==> src/rtl/teq_pkg.sv <==
`default_nettype none
// ----------------------------------------------------------------------------
// teq_pkg: shared types and constants for the timed event queue
// Transfer payloads, action codes, controller states and sizing defaults.
// ----------------------------------------------------------------------------
package teq_pkg;

  // Sizing
  localparam int QUEUE_DEPTH_DEF = 16;
  localparam int EVENT_BITS      = 4;
  localparam int TIME_BITS       = 16;
  localparam int BUMP_STEP       = 64;
  localparam int BUMP_LOG        = $clog2(BUMP_STEP);

  // Action codes
  typedef enum logic [1:0] {
    ACT_ADD        = 2'd0,
    ACT_ADD_ABSENT = 2'd1,
    ACT_PULL       = 2'd2,
    ACT_QUERY      = 2'd3
  } teq_action_t;

  // Command transfer
  typedef struct packed {
    teq_action_t            action;
    logic [EVENT_BITS-1:0]  event_type;
    logic [TIME_BITS-1:0]   delay;
    logic [TIME_BITS-1:0]   now;
  } teq_cmd_t;

  // Response transfer
  typedef struct packed {
    logic [EVENT_BITS-1:0]  pulled_event;
    logic                   found;
    logic                   overflow;
    logic [TIME_BITS-1:0]   due_time;
  } teq_rsp_t;

  // Controller states
  typedef enum logic [3:0] {
    ST_IDLE,
    ST_SCAN,
    ST_ADD_START,
    ST_LOC_FIRST,
    ST_LOC_WALK,
    ST_PLACE,
    ST_BUMP,
    ST_SHIFT,
    ST_WRITE,
    ST_PULL_CHK,
    ST_DONE
  } teq_state_t;

  // How an add lands in the ring
  typedef enum logic [1:0] {
    PM_FIRST,
    PM_APPEND,
    PM_PREPEND,
    PM_MIDDLE
  } teq_place_t;

endpackage
`default_nettype wire

==> src/rtl/teq_ram.sv <==
`default_nettype none
// ----------------------------------------------------------------------------
// teq_ram: generic simple dual-port RAM
// One write port, one read port, read data registered (old data on collision).
// ----------------------------------------------------------------------------
module teq_ram #(
  parameter int WIDTH = 16,
  parameter int DEPTH = 16
) (
  input  wire logic                          clk,
  input  wire logic                          we,
  input  wire logic [$clog2(DEPTH)-1:0]      waddr,
  input  wire logic [WIDTH-1:0]              wdata,
  input  wire logic [$clog2(DEPTH)-1:0]      raddr,
  output logic      [WIDTH-1:0]              rdata
);

  logic [WIDTH-1:0] mem [DEPTH];

  // write port
  always_ff @(posedge clk) begin
    if (we) begin
      mem[waddr] <= wdata;
    end
  end

  // registered read
  always_ff @(posedge clk) begin
    rdata <= mem[raddr];
  end

endmodule
`default_nettype wire

==> src/rtl/timed_event_queue.sv <==
`default_nettype none
// ----------------------------------------------------------------------------
// timed_event_queue: sorted ring of timed events
// Events (due time, type) held in two RAMs, ordered by due time relative to a
// wrapping current time. Add, add-if-absent, pull-if-due and query.
//
//   channel  dir   handshake            payload
//   cmd      in    cmd_valid/cmd_stall  teq_cmd_t (action, event_type, delay, now)
//   rsp      out   rsp_valid/rsp_stall  teq_rsp_t (pulled_event, found, overflow,
//                                                  due_time)
//
// One command at a time; one RAM entry is visited per cycle over the single
// read port. Add walks to its slot, steps past entries with an equal time
// and shifts later entries tailward; add-if-absent runs the query scan first.
// Reset clears pointers, count and per-entry valid bits at once; entries not
// yet written read as zero. A new command is taken while a response still
// waits under rsp_stall; the next response waits in its last state.
// ----------------------------------------------------------------------------
module timed_event_queue #(
  parameter int QUEUE_DEPTH = teq_pkg::QUEUE_DEPTH_DEF
) (
  input  wire logic              clk,
  input  wire logic              rst,
  input  wire logic              cmd_valid,
  output logic                   cmd_stall,
  input  wire teq_pkg::teq_cmd_t cmd,
  output logic                   rsp_valid,
  input  wire logic              rsp_stall,
  output teq_pkg::teq_rsp_t      rsp
);

  localparam int IDX_W = $clog2(QUEUE_DEPTH);
  localparam int CNT_W = $clog2(QUEUE_DEPTH + 1);
  localparam int TW    = teq_pkg::TIME_BITS;
  localparam int EW    = teq_pkg::EVENT_BITS;
  localparam int BL    = teq_pkg::BUMP_LOG;
  localparam logic [IDX_W-1:0] LAST_IDX = IDX_W'(QUEUE_DEPTH - 1);
  localparam logic [CNT_W-1:0] FULL_CNT = CNT_W'(QUEUE_DEPTH - 1);

  function automatic logic [IDX_W-1:0] idx_inc(input logic [IDX_W-1:0] i);
    return (i == LAST_IDX) ? '0 : i + 1'b1;
  endfunction

  function automatic logic [IDX_W-1:0] idx_dec(input logic [IDX_W-1:0] i);
    return (i == '0) ? LAST_IDX : i - 1'b1;
  endfunction

  // Control registers
  teq_pkg::teq_state_t state, state_next;
  teq_pkg::teq_place_t mode, mode_next;
  logic [IDX_W-1:0]    head, head_next, tail, tail_next;
  logic [CNT_W-1:0]    count, count_next;
  logic [QUEUE_DEPTH-1:0] valid;
  logic                rd_valid;
  logic                rsp_load;

  // Working registers
  logic [IDX_W-1:0]    pos, pos_next, dst, dst_next;
  logic [CNT_W-1:0]    scan_cnt, scan_cnt_next;
  logic [TW-1:0]       t_due, t_due_next;
  logic [TW-1:0]       now_q;
  logic [EW-1:0]       kind_q;
  teq_pkg::teq_action_t act_q;
  logic                wrap_q, wrap_next;
  logic [EW-1:0]       res_pulled, res_pulled_next;
  logic                res_found, res_found_next;
  logic                res_ovf, res_ovf_next;
  logic [TW-1:0]       res_due, res_due_next;

  // RAM ports
  logic [IDX_W-1:0]    rd_addr, wr_addr;
  logic                due_we, kind_we;
  logic [TW-1:0]       due_wdata, due_rdata, due_cur;
  logic [EW-1:0]       kind_wdata, kind_rdata, kind_cur;

  // Derived values
  logic [IDX_W-1:0]    after_tail, before_head, walk_pos, stop_pos, first_pos;
  logic [IDX_W-1:0]    src;
  logic [TW-1:0]       sum, bumped;
  logic                walk_go, first_exit;

  teq_ram #(.WIDTH(TW), .DEPTH(QUEUE_DEPTH)) u_due_ram (
    .clk   (clk),
    .we    (due_we),
    .waddr (wr_addr),
    .wdata (due_wdata),
    .raddr (rd_addr),
    .rdata (due_rdata)
  );

  teq_ram #(.WIDTH(EW), .DEPTH(QUEUE_DEPTH)) u_kind_ram (
    .clk   (clk),
    .we    (kind_we),
    .waddr (wr_addr),
    .wdata (kind_wdata),
    .raddr (rd_addr),
    .rdata (kind_rdata)
  );

  // Entries never written read as zero
  assign due_cur  = rd_valid ? due_rdata  : '0;
  assign kind_cur = rd_valid ? kind_rdata : '0;

  assign after_tail  = idx_inc(tail);
  assign before_head = idx_dec(head);
  assign src         = idx_dec(dst);

  // Due time of a new add, nudged off multiples of the bump step
  assign sum    = cmd.now + cmd.delay;
  assign bumped = (sum[BL-1:0] == '0) ? sum + 1'b1 : sum;

  // Slot walk: toward the head when wrapped, toward the tail otherwise
  always_comb begin
    if (wrap_q) begin
      walk_go    = (due_cur >= t_due) && (due_cur < now_q) && (pos != before_head);
      walk_pos   = idx_dec(pos);
      stop_pos   = (pos != before_head) ? idx_inc(pos) : pos;
      first_exit = (due_cur >= now_q) || (t_due > due_cur);
      first_pos  = after_tail;
    end else begin
      walk_go    = (due_cur < t_due) && (due_cur >= now_q) && (pos != after_tail);
      walk_pos   = idx_inc(pos);
      stop_pos   = pos;
      first_exit = (due_cur < now_q) || (due_cur > t_due);
      first_pos  = before_head;
    end
  end

  assign cmd_stall = (state != teq_pkg::ST_IDLE);
  assign rsp_load  = (state == teq_pkg::ST_DONE) && (!rsp_valid || !rsp_stall);

  // Next state and datapath control
  always_comb begin
    state_next      = state;
    mode_next       = mode;
    head_next       = head;
    tail_next       = tail;
    count_next      = count;
    pos_next        = pos;
    dst_next        = dst;
    scan_cnt_next   = scan_cnt;
    t_due_next      = t_due;
    wrap_next       = wrap_q;
    res_pulled_next = res_pulled;
    res_found_next  = res_found;
    res_ovf_next    = res_ovf;
    res_due_next    = res_due;
    rd_addr         = pos;
    wr_addr         = pos;
    due_we          = 1'b0;
    kind_we         = 1'b0;
    due_wdata       = t_due;
    kind_wdata      = kind_q;

    unique case (state)
      teq_pkg::ST_IDLE: begin
        if (cmd_valid) begin
          t_due_next      = bumped;
          res_pulled_next = '0;
          res_found_next  = 1'b0;
          res_ovf_next    = 1'b0;
          res_due_next    = '0;
          pos_next        = head;
          scan_cnt_next   = '0;
          rd_addr         = head;
          unique case (cmd.action)
            teq_pkg::ACT_ADD: begin
              state_next = teq_pkg::ST_ADD_START;
            end
            teq_pkg::ACT_ADD_ABSENT: begin
              state_next = (count == '0) ? teq_pkg::ST_ADD_START : teq_pkg::ST_SCAN;
            end
            teq_pkg::ACT_QUERY: begin
              state_next = (count == '0) ? teq_pkg::ST_DONE : teq_pkg::ST_SCAN;
            end
            teq_pkg::ACT_PULL: begin
              state_next = (count == '0) ? teq_pkg::ST_DONE : teq_pkg::ST_PULL_CHK;
            end
            default: state_next = teq_pkg::ST_IDLE;
          endcase
        end
      end

      // Presence scan over head..tail
      teq_pkg::ST_SCAN: begin
        if (kind_cur == kind_q) begin
          res_found_next = 1'b1;
          state_next     = teq_pkg::ST_DONE;
        end else if (scan_cnt == count - 1'b1) begin
          state_next = (act_q == teq_pkg::ACT_QUERY) ? teq_pkg::ST_DONE
                                                     : teq_pkg::ST_ADD_START;
        end else begin
          pos_next      = idx_inc(pos);
          rd_addr       = idx_inc(pos);
          scan_cnt_next = scan_cnt + 1'b1;
        end
      end

      teq_pkg::ST_ADD_START: begin
        if (count == '0) begin
          mode_next  = teq_pkg::PM_FIRST;
          pos_next   = head;
          state_next = teq_pkg::ST_WRITE;
        end else if (count >= FULL_CNT) begin
          res_ovf_next = 1'b1;
          state_next   = teq_pkg::ST_DONE;
        end else begin
          wrap_next  = (t_due < now_q);
          pos_next   = (t_due < now_q) ? tail : head;
          rd_addr    = (t_due < now_q) ? tail : head;
          state_next = teq_pkg::ST_LOC_FIRST;
        end
      end

      teq_pkg::ST_LOC_FIRST, teq_pkg::ST_LOC_WALK: begin
        if ((state == teq_pkg::ST_LOC_FIRST) && first_exit) begin
          pos_next   = first_pos;
          state_next = teq_pkg::ST_PLACE;
        end else if (walk_go) begin
          pos_next   = walk_pos;
          rd_addr    = walk_pos;
          state_next = teq_pkg::ST_LOC_WALK;
        end else begin
          pos_next   = stop_pos;
          state_next = teq_pkg::ST_PLACE;
        end
      end

      teq_pkg::ST_PLACE: begin
        if (pos == after_tail) begin
          mode_next  = teq_pkg::PM_APPEND;
          state_next = teq_pkg::ST_WRITE;
        end else if (pos == before_head) begin
          mode_next  = teq_pkg::PM_PREPEND;
          state_next = teq_pkg::ST_WRITE;
        end else begin
          mode_next  = teq_pkg::PM_MIDDLE;
          rd_addr    = pos;
          state_next = teq_pkg::ST_BUMP;
        end
      end

      // Step past entries with an equal time
      teq_pkg::ST_BUMP: begin
        if (pos == after_tail) begin
          mode_next  = teq_pkg::PM_APPEND;
          state_next = teq_pkg::ST_WRITE;
        end else if (due_cur == t_due) begin
          pos_next   = idx_inc(pos);
          rd_addr    = idx_inc(pos);
          t_due_next = t_due + 1'b1;
        end else begin
          dst_next   = after_tail;
          rd_addr    = tail;
          state_next = teq_pkg::ST_SHIFT;
        end
      end

      // Move one entry tailward per cycle
      teq_pkg::ST_SHIFT: begin
        due_we     = 1'b1;
        kind_we    = 1'b1;
        wr_addr    = dst;
        due_wdata  = due_cur;
        kind_wdata = kind_cur;
        dst_next   = src;
        rd_addr    = idx_dec(src);
        if (src == pos) begin
          state_next = teq_pkg::ST_WRITE;
        end
      end

      teq_pkg::ST_WRITE: begin
        due_we       = 1'b1;
        kind_we      = 1'b1;
        count_next   = count + 1'b1;
        res_due_next = t_due;
        unique case (mode)
          teq_pkg::PM_APPEND, teq_pkg::PM_MIDDLE: tail_next = after_tail;
          teq_pkg::PM_PREPEND:                    head_next = before_head;
          default:                                head_next = head;
        endcase
        state_next = teq_pkg::ST_DONE;
      end

      teq_pkg::ST_PULL_CHK: begin
        if (due_cur == now_q) begin
          res_pulled_next = kind_cur;
          kind_we         = 1'b1;
          wr_addr         = head;
          kind_wdata      = '0;
          count_next      = count - 1'b1;
          if (head != tail) begin
            head_next = idx_inc(head);
          end
        end
        state_next = teq_pkg::ST_DONE;
      end

      teq_pkg::ST_DONE: begin
        if (rsp_load) begin
          state_next = teq_pkg::ST_IDLE;
        end
      end

      default: state_next = teq_pkg::ST_IDLE;
    endcase
  end

  // Control state
  always_ff @(posedge clk) begin
    if (rst) begin
      state     <= teq_pkg::ST_IDLE;
      head      <= '0;
      tail      <= '0;
      count     <= '0;
      valid     <= '0;
      rd_valid  <= 1'b0;
      rsp_valid <= 1'b0;
    end else begin
      state    <= state_next;
      head     <= head_next;
      tail     <= tail_next;
      count    <= count_next;
      rd_valid <= valid[rd_addr];
      if (due_we || kind_we) begin
        valid[wr_addr] <= 1'b1;
      end
      if (rsp_load) begin
        rsp_valid <= 1'b1;
      end else if (!rsp_stall) begin
        rsp_valid <= 1'b0;
      end
    end
  end

  // Working and payload registers
  always_ff @(posedge clk) begin
    mode       <= mode_next;
    pos        <= pos_next;
    dst        <= dst_next;
    scan_cnt   <= scan_cnt_next;
    t_due      <= t_due_next;
    wrap_q     <= wrap_next;
    res_pulled <= res_pulled_next;
    res_found  <= res_found_next;
    res_ovf    <= res_ovf_next;
    res_due    <= res_due_next;
    if (state == teq_pkg::ST_IDLE && cmd_valid) begin
      now_q  <= cmd.now;
      kind_q <= cmd.event_type;
      act_q  <= cmd.action;
    end
    if (rsp_load) begin
      rsp.pulled_event <= res_pulled;
      rsp.found        <= res_found;
      rsp.overflow     <= res_ovf;
      rsp.due_time     <= res_due;
    end
  end

  // Checks
  a_count_bound: assert property (@(posedge clk) disable iff (rst)
    count <= FULL_CNT)
    else $error("entry count beyond capacity");

  a_empty_ptrs: assert property (@(posedge clk) disable iff (rst)
    (count == '0) |-> (head == tail))
    else $error("empty queue with head and tail apart");

  a_done_loads: assert property (@(posedge clk) disable iff (rst)
    (state == teq_pkg::ST_DONE && !rsp_valid) |=> rsp_valid)
    else $error("finished command did not reach the response register");

  a_empty_pull: assert property (@(posedge clk) disable iff (rst)
    (state == teq_pkg::ST_IDLE && cmd_valid && cmd.action == teq_pkg::ACT_PULL
     && count == '0) |=> (state == teq_pkg::ST_DONE))
    else $error("pull on empty queue did not finish at once");

  a_ovf_no_time: assert property (@(posedge clk) disable iff (rst)
    rsp_valid |-> !(rsp.overflow && rsp.due_time != '0))
    else $error("rejected add reports a stored time");

endmodule
`default_nettype wire

==> config.mk <==
export PLATFORM = sky130hd
export DESIGN_NAME = timed_event_queue
export DESIGN_NICKNAME = d
export VERILOG_FILES = /design/src/rtl/teq_pkg.sv /design/src/rtl/teq_ram.sv /design/src/rtl/timed_event_queue.sv
export SDC_FILE = /design/constraint.sdc
export NUM_CORES = 1
export LEC_CHECK = 0
export BUFFER_PORTS_ARGS = -buffer_cell sky130_fd_sc_hd__buf_4
export CELL_PAD_IN_SITES_DETAIL_PLACEMENT = 0
export CELL_PAD_IN_SITES_GLOBAL_PLACEMENT = 2
export CORE_MARGIN = 3
export CORE_UTILIZATION = 41
export DETAILED_ROUTE_END_ITERATION = 6
export MAX_ROUTING_LAYER = met4
export PLACE_DENSITY_LB_ADDON = 0.1
export REMOVE_ABC_BUFFERS = 1
export SLEW_MARGIN = 20
export SYNTH_ARGS = -nofsm -noshare
export SYNTH_HDL_FRONTEND = slang
export SYNTH_HIERARCHICAL = 1
export SYNTH_SLANG_ARGS = --single-unit
==> constraint.sdc <==
create_clock -name clk -period 4.1 [get_ports clk]
set_input_delay 0.41 -clock clk [delete_from_list [all_inputs] [get_ports clk]]
set_output_delay 0.41 -clock clk [all_outputs]
set_load 0.005 [all_outputs]
* Word level (Yosys, flattened, before mapping)
Memories as Yosys holds them, arrays and structs flattened. A register that Yosys moved wholly into a read port is not among the register bits. Cells that the tools add are included.
Word-level totals: register bits 133, latch bits 0, bits in writable memories 320, bits in read-only memories 0, logic and storage cells 257, memories 2
Memories:
- u_due_ram.mem | depth 16, width 16, read ports 1, clocked after memory_dff 1, write ports 1, line teq_ram.sv:18 | logic [WIDTH-1:0] mem [DEPTH];
- u_kind_ram.mem | depth 16, width 4, read ports 1, clocked after memory_dff 1, write ports 1, line teq_ram.sv:18
Cells by class: $add $sub $neg 13, $mul 0, divide/modulo/power cells 0, magnitude comparators 11, equal/unequal tests 51, shifts and indexed selects 0, multiplexer cells 103, bitwise logic cells 3, reductions and logical operators 50
Operators with widths (number):
- $mux 4 | 49
- $mux 16 | 7
- $pmux 16 s2 | 2
- $lt 16x16->1 | 3
- $pmux 4 s2 | 5
- $pmux 4 s9 | 1
- $add 16x1->16 const B | 2
- $eq 16x16->1 | 2
- $ge 16x16->1 | 2
- $gt 16x16->1 | 2
- $ne 2x2->1 const B | 15
- $eq 4x4->1 const B | 6
- $pmux 4 s6 | 1
- $logic_not 4->1 | 5
- $mux 5 | 4
- $pmux 4 s5 | 1
- $pmux 5 s2 | 2
- $mux 1 | 19
- $add 16x16->16 | 1
- $eq 4x3->1 const B | 4
- $eq 4x4->1 | 4
- $or 16x16->16 | 1
- $pmux 4 s4 | 1
- $reduce_and 4->1 | 4
- 36 further kinds | 88

* Depth between registers and ports, before layout
Gate-level depths: netlist of the first run.
depth in word-level cells 10, gate-level depth with buffers 21

* Hierarchy
Netlist of the first run, hierarchy kept.
By module, submodules not included:
- teq_ram (u_due_ram) | instances 1, cells an instance 432, area an instance 10042.1 µm²
- timed_event_queue | instances 1, cells an instance 1087, area an instance 9719.3 µm²
- teq_ram (u_kind_ram) | instances 1, cells an instance 130, area an instance 2666.3 µm²

* Worst setup path before layout of the first run
OpenSTA, ideal clock, no wires.
path type register to register, from reg rd_valid, to reg u_due_ram.rdata[10], read port of u_due_ram.mem, library setup time 0.120 ns, arrival 4.423 ns, required time 3.980 ns, setup slack -0.443 ns, stages on the path, launching flop included 20, path buffers 5, path through dfxtp_1 buf_2 clkbuf_1 and2_1 ha_1 nand4_1 a21oi_1 a211o_1 a2111oi_4 o211ai_1 o311a_2 o41a_1 a2111oi_4 a211oi_2 buf_6 buf_6 buf_6 mux4_1 a22oi_1 nand2_1
Between the ends: word-level cells in the longest chain between the ends 8, elaborated cells between the ends (all ways) 25, those cells by class 6 x order compare; 2 x eq/ne; 10 x mux; 7 x reduce/logical
Ends and longest elaborated chain:
- start, declared | line timed_event_queue.sv:54 | logic rd_valid;
- start signal, assigned | line timed_event_queue.sv:325 | rd_valid <= valid[rd_addr];
- $mux 16 | line timed_event_queue.sv:101 | assign due_cur = rd_valid ? due_rdata : '0;
- $lt 16x16->1, or another cell as far along | line timed_event_queue.sv:121 | walk_go = (due_cur < t_due) && (due_cur >= now_q) && (pos != after_tail);
- $logic_and 1x1->1 (on tied branches) (2 in series) | line timed_event_queue.sv:121, timed_event_queue.sv:115
- $mux 1 | line timed_event_queue.sv:114 | if (wrap_q) begin
- $mux 4 | line timed_event_queue.sv:219 | end else if (walk_go) begin
- $mux 4 | line timed_event_queue.sv:216 | if ((state == teq_pkg::ST_LOC_FIRST) && first_exit) begin
- $pmux 4 s6 (*) | line timed_event_queue.sv:155 | unique case (state)
- via rd_addr[0] | line timed_event_queue.sv:71 | logic [IDX_W-1:0] rd_addr, wr_addr;
- end, declared | line teq_ram.sv:15 | output logic [WIDTH-1:0] rdata
Mark *: on every way through the listed nets, which the timed path passes. The rest lies on a longest branch. A chain may end at the register's enable or synchronous reset.

* Worst setup path in the final report of the first run
from reg rd_valid, to reg u_kind_ram.rdata[0], read port of u_kind_ram.mem
Between the ends: word-level cells in the longest chain between the ends 8, elaborated cells between the ends (all ways) 25, those cells by class 6 x order compare; 2 x eq/ne; 10 x mux; 7 x reduce/logical
Ends and longest elaborated chain (line):
- $mux 16 | timed_event_queue.sv:101
- $lt 16x16->1, or another cell as far along | timed_event_queue.sv:121
- $logic_and 1x1->1 (on tied branches) (2 in series) | timed_event_queue.sv:121, timed_event_queue.sv:115
- $mux 1 | timed_event_queue.sv:114
- $mux 4 | timed_event_queue.sv:219
- $mux 4 | timed_event_queue.sv:216
- $pmux 4 s6 (*) | timed_event_queue.sv:155
- end, declared | teq_ram.sv:15
Mark *: on every way between the ends. The rest lies on a longest branch, timed or not.

==> impl_metrics.ini, run 1 <==
[setup_path]
cp_top_family = compound AO/OA/AOI/OAI gates
critPathMaxFanout = 10
start_kind = flop
cp.required_ps = 4590
cpMaxStageDelayCell = o41a_1
cp_cell_sequence = buf_4 > and2_1 > ha_1 > nand4_2 > nor3_4 > nand3_2 > a211o_2 > a2bb2oi_4 > o41a_1 > a2111oi_4 > a211oi_4 > buf_12 > buf_12 > buf_4 > buf_12 > buf_12 > mux4_2 > nand3_2 > nand3_1
worstPathArrival_ps = 4980
critical_path_buf_inv_count = 6
critPathCaptureType = flop
crit_top_cell = buf_12
slowest_delay_ps = 470
critPathKind = reg -> reg

[route]
routedWlPerCell_um = 22.41
vias = 14720
wirelength_mm = 60.25
drc = 0
drt-vias-per-instance = 5.477
dr.pass1.iters = 7
drt_iter0_markers = 1000
ant_nets = 0

[synth]
synthMuxAreaShare = 0.09651
netlist_instances = 1649
ys_seq_area_frac = 0.6088
yosys_warnings = 6
synth-compound-area-share = 0.1031
yosys.area.top_type = edfxtp_1
yosys.area_share.simple = 0.09300
synthXorXnorAreaFrac = 0.02499
synth-seq-cells = 473
syn_area_um2 = 22430
synthTopCellsByArea = edfxtp_1 (56%), mux4_2 (5.6%), dfxtp_1 (4.9%)
synth_top_area_frac = 0.5597
synth_edf_count = 418
synth_top_family_by_area = compound AO/OA/AOI/OAI gates
synth-main-ff-cell = edfxtp_1
async_flop_share = 0
synthAdderAreaFrac = 0.04273
synth_area_per_cell_um2 = 13.60
ys_types = 96

[outcome]
outcome = complete, but fails checks
violations = setup timing

[timing]
max_freq_mhz = 222.7
relSlewSlack = 0.4613
setup_tns_ps = -6395
worstMarginPinSlew_ps = 801.9
grt_setup_unrepaired = yes
worst_slack_ps = -389.4
finalHoldViolations = 0
setup_viol = 21
worst_clock_skew_ps = 48.97
final.min_clock_period_ps = 4489
slew_violations = 0
min_period_over_period = 1.095

[global_routing]
grt_usage = 0.2172
overflow = 0
grt_pass1_vias = 14800
grt_max_degree = 37
antenna_found_initial = 0
grt_pass1_wl_mm = 91.25

[die]
die_area_um2 = 57540
die_x_um = 239.9
pin_count = 66
die-height_um = 239.9
start_util = 0.4159
rows = 85
core-area_um2 = 53920

[clock_tree]
numCtsBuffers = 51
cts.path.max_buffers = 3
clk-insertion-delay-late_ps = 610
cts_max_level = 2
cts_tree = built
cts_root_buf = clkbuf_16
cts.sinks = 473
clk_pin_slew_ps = 60

[layout]
area_growth_pct = 22.90
fin_nets = 2067
layout-drive-gt1-share = 0.2736
layout_common_cells = edfxtp_1 (418), buf_4 (272), nor2_1 (145)
layout_commonest_cell = edfxtp_1
diodes = 0
fin_cells = 2688
fill_cells = 4595

[power_and_ir_drop]
power.share.clock = 0.226
seq_power_share = 0.334
peakVddDrop_mv = 0.4009
power_frac_comb = 0.441
powerDensity_nw_per_um2 = 711.5
switching_share = 0.3487
internal_power_uw = 12770
p_switching_uw = 6838
leakage_uw = 0.01002

[placement]
gp_congestion = 0.9007
dp_cells = 2553
io_buffers = 65
place_hpwl_mm = 42.46

[flow_run]
cap_viol_max_count = 0

[worst_hold_path]
hp-class = in -> reg
==> cell type report <==
cell class	instances	area, µm²	share of cell area
inverter	70	262.8	0.009532
clock buffer	69	1364	0.04948
tap	696	870.8	0.03159
multi-input combinational	1032	8367	0.3035
clock inverter	27	246.5	0.008942
timing repair buffer	321	2793	0.1013
sequential	473	13660	0.4956
==> power groups by stage <==
stage          registers [µW]  clock network (µW)  logic, µW
3_3_place_gp             6620                   0       7960
3_5_place_dp             6630                   0       8030
5_1_grt                  6600                4730       9360
2_1_floorplan            6600                   0       4220
4_1_cts                  6540                4540       8450
6_report                 6540                4420       8640
==> what timing repair did <==
item,4_1_cts,5_1_grt
gates resized for setup,51,26
hold buffers,20,0
pin swaps,10,12
endpoints found under the hold margin,20,0
gates cloned,0,1
setup endpoints to repair,341,191
buffers inserted,13,5
==> kinds of logic (layout without fill, tap and decap cells) <==
kind of cell,Yosys count,after routing
adders and majority gates,76,76
muxes,106,106
and+or+nand+nor,441,441
xor gates and xnor gates,64,64
AOI/OAI and AO/OA,345,345
DFF,473,473
buffers and inverters,144,487
==> routing by layer <==
metal | share of wire | track usage | wire (µm) | vias to the layer above
met2 | 0.47 | 0.3438 | 28170 | 332
met5 | 0 | - | 0 | -
met4 | 0.021 | 0.05027 | 1238 | 0
met1 | 0.47 | 0.3006 | 28090 | 7390
met3 | 0.046 | 0.03040 | 2749 | 79
li1 | - | - | - | 6922
==> synthesized netlist by cell type (6+ instances only) <==
master	count
a211o_1	7
a211oi_1	11
a21o_1	9
a21oi_1	105
a22oi_1	43
a31oi_1	8
and2_1	20
and3_1	17
buf_2	7
buf_6	7
clkbuf_1	45
clkbuf_8	6
dfxtp_1	55
edfxtp_1	418
ha_1	75
inv_1	68
mux2i_1	22
mux4_1	24
mux4_2	56
nand2_1	114
nand2b_1	9
nand3_1	40
nand4_1	7
nor2_1	150
nor2b_1	13
nor3_1	28
o211ai_1	6
o21ai_0	74
o21bai_1	9
o221ai_1	6
xnor2_1	51
xor2_1	13
==> per-stage QoR <==
| stage | worst slack (ps) | hold WS, ps | instance area, µm² | util | total power (µW) |
|---|---|---|---|---|---|
| global route | -535.6 | 8.441 | 27560 | 0.5112 | 20680 |
| finish | -389.4 | 31.69 | 27560 | 0.5112 | 19610 |
| global placement | -432.3 | 401.6 | 25300 | 0.4692 | 14580 |
| CTS | -273.5 | 3.102 | 27370 | 0.5076 | 19540 |
| detailed placement | -506.4 | 405.7 | 25300 | 0.4692 | 14650 |
| floorplan | -5512 | 400.3 | 22000 | - | 10820 |
==> worst paths after layout <==
path	start	end	slack (ps)	cells after the start
hold / removal	cmd[37]	act_q[1]	30	1
setup / recovery	rd_valid	u_kind_ram/rdata[0]	-390	19
setup reg to reg	rd_valid	u_kind_ram/rdata[0]	-390	19
hold reg to reg	res_pulled[0]	rsp[18]	420	0
==> state kept, by name, summed over array words and instances (netlist names), 2 cells and up <==
signal            count
pos                   4
tail                  4
u_due_ram/rdata      16
kind_q                4
res_pulled            4
act_q                 2
res_due              16
u_kind_ram/mem       64
dst                   4
valid                16
t_due                16
u_due_ram/mem       256
scan_cnt              5
u_kind_ram/rdata      4
rsp                  22
count                 5
state                 4
head                  4
now_q                16
mode                  2
(Power assumes the default switching activity.)
==> inputs of run 2 (changes only) <==
SKIP_LAST_GASP = 1   (was unset)
==> impl_metrics.ini, run 2 (synthesis results as in run 1) <==
[clock_tree]
cts_tree = built
clk-insertion-delay-late_ps = 610
cts.sinks = 473
cts.path.max_buffers = 3
clk_pin_slew_ps = 60
numCtsBuffers = 51
cts_max_level = 2
cts_root_buf = clkbuf_16

[global_routing]
antenna_found_initial = 0
grt_pass1_vias = 14790
grt_max_degree = 37
grt_pass1_wl_mm = 91.08
overflow = 0
grt_usage = 0.2167

[power_and_ir_drop]
power_frac_comb = 0.443
leakage_uw = 0.01003
peakVddDrop_mv = 0.4005
powerDensity_nw_per_um2 = 712.5
internal_power_uw = 12840
seq_power_share = 0.332
total_power_uw = 19690
switching_share = 0.3480
p_switching_uw = 6852
power.share.clock = 0.224

[layout]
layout_commonest_cell = edfxtp_1
layout_common_cells = edfxtp_1 (418), buf_4 (271), nor2_1 (145)
top_regs = u_due_ram/mem x256, u_kind_ram/mem x64, rsp x22
area_growth_pct = 23.21
diodes = 0
top_register = u_due_ram/mem
largest_reg_flops = 256
fin_nets = 2068
layout-drive-gt1-share = 0.2709

[setup_path]
r2r_start = rd_valid
worstPathArrival_ps = 4980
critPathMaxFanout = 10
ff2ff_path_depth = 19
crit_start = rd_valid
critPathKind = reg -> reg
timing.rr.end = u_due_ram/rdata[3]
cpMaxStageDelayCell = o41a_1
cp.required_ps = 4590
cp_cell_sequence = buf_4 > and2_2 > ha_4 > nand4_4 > nor3_4 > a2111oi_4 > buf_4 > a211o_2 > a2bb2oi_4 > o41a_1 > a2111oi_4 > a211oi_4 > buf_12 > buf_12 > buf_4 > buf_12 > mux4_2 > a22oi_2 > nand2_1
slowest_delay_ps = 470
critPathCapture = u_due_ram/rdata[3]
start_kind = flop
r2r_slack_ps = -390
critPathCaptureType = flop

[route]
ant_nets = 0
wirelength_mm = 60.22
drt_iter0_markers = 1056
routedWlPerCell_um = 22.40
vias = 14800
dr.pass1.iters = 5
drc = 0
drt-vias-per-instance = 5.505

[timing]
grt_setup_unrepaired = yes
max_freq_mhz = 222.9
final.min_clock_period_ps = 4487
setup_viol = 21
worst_clock_skew_ps = 48.67
slew_violations = 0
finalHoldViolations = 0
worstMarginPinSlew_ps = 814.8
relSlewSlack = 0.4526
min_period_over_period = 1.094
worst_slack_ps = -387.0

[die]
die_x_um = 239.9
die-height_um = 239.9
die_area_um2 = 57540
rows = 85
start_util = 0.4159
core-area_um2 = 53920
pin_count = 66

[flow_run]
cap_viol_max_count = 0

[outcome]
violations = setup timing
outcome = complete, but fails checks

[placement]
gp_congestion = 0.9007
place_ws_ps = -506.4
place_hpwl_mm = 42.46
io_buffers = 65

[worst_hold_path]
hp-class = in -> reg
[run 2: changes by cell type in the layout (fill, tap and decap cells not counted), sizes merged]
cell / previous run / this run
clkbuf: 70 / 71
[run 2: layout make-up]
class	instances	area (µm²)
clock buffers	69	1364
clock inverters	27	246.5
fillers	4589	26290
inverters	70	262.8
multi-input cells	1032	8406
flip-flops and latches	473	13660
well taps	696	870.8
repair buffers	322	2825
[run 2: worst max-delay path: cells and delay by family, from the launching register on]
family          cells  cell delay (ps)
compound gates      7             1760
buf+inv             6              880
simple gates        4              650
mux                 1              440
flops               1              370
fa+ha+maj           1              280
[run 2: power groups by stage]
stage | logic [µW] | clock network, µW | registers (µW)
6_report | 8730 | 4420 | 6540
5_1_grt | 9450 | 4730 | 6600
4_1_cts | 8320 | 4540 | 6540
3_5_place_dp | 8030 | 0 | 6630
3_3_place_gp | 7960 | 0 | 6620
2_1_floorplan | 4220 | 0 | 6600
[run 2: how the worst min path moves through the flow]
stage,start,end,slack (ps),cells after the start
detailed placement,res_pulled[0],rsp[18],410,0
global route,cmd[37],act_q[1],8,1
global placement,res_pulled[2],rsp[20],400,0
finish,cmd[37],act_q[1],30,1
floorplan,res_due[0],rsp[0],400,0
CTS,cmd[37],act_q[1],3,1
[run 2: what timing repair did]
action | in CTS | in global routing
buffers inserted | 13 | 5
setup endpoints to repair | 341 | 238
cloned | 0 | 2
pin swaps | 9 | 20
gates resized for setup | 24 | 51
hold buffers | 20 | 0
endpoints found under the hold margin | 20 | 0
[run 2: stage by stage]
step / cells / cell area [µm²] / setup TNS, ps / hold slack, ps / util
final: 2689 / 27630 / -6570 / 34.68 / 0.5125
after global routing: 2689 / 27630 / -9948 / 8.441 / 0.5125
after CTS: 2682 / 27280 / -5393 / 3.102 / 0.5059
after detailed placement: 2553 / 25300 / -76030 / 405.7 / 0.4692
after global placement: 2553 / 25300 / -51340 / 401.6 / 0.4692
after floorplan: 1575 / 22000 / -156810 / 400.3 / -
[run 2: layer usage]
layer | track usage | wire (µm) | part of all wire
met1 | 0.2989 | 28060 | 0.47
met2 | 0.3430 | 28260 | 0.47
met3 | 0.03086 | 2628 | 0.044
met4 | 0.05173 | 1271 | 0.021
met5 | - | 0 | 0
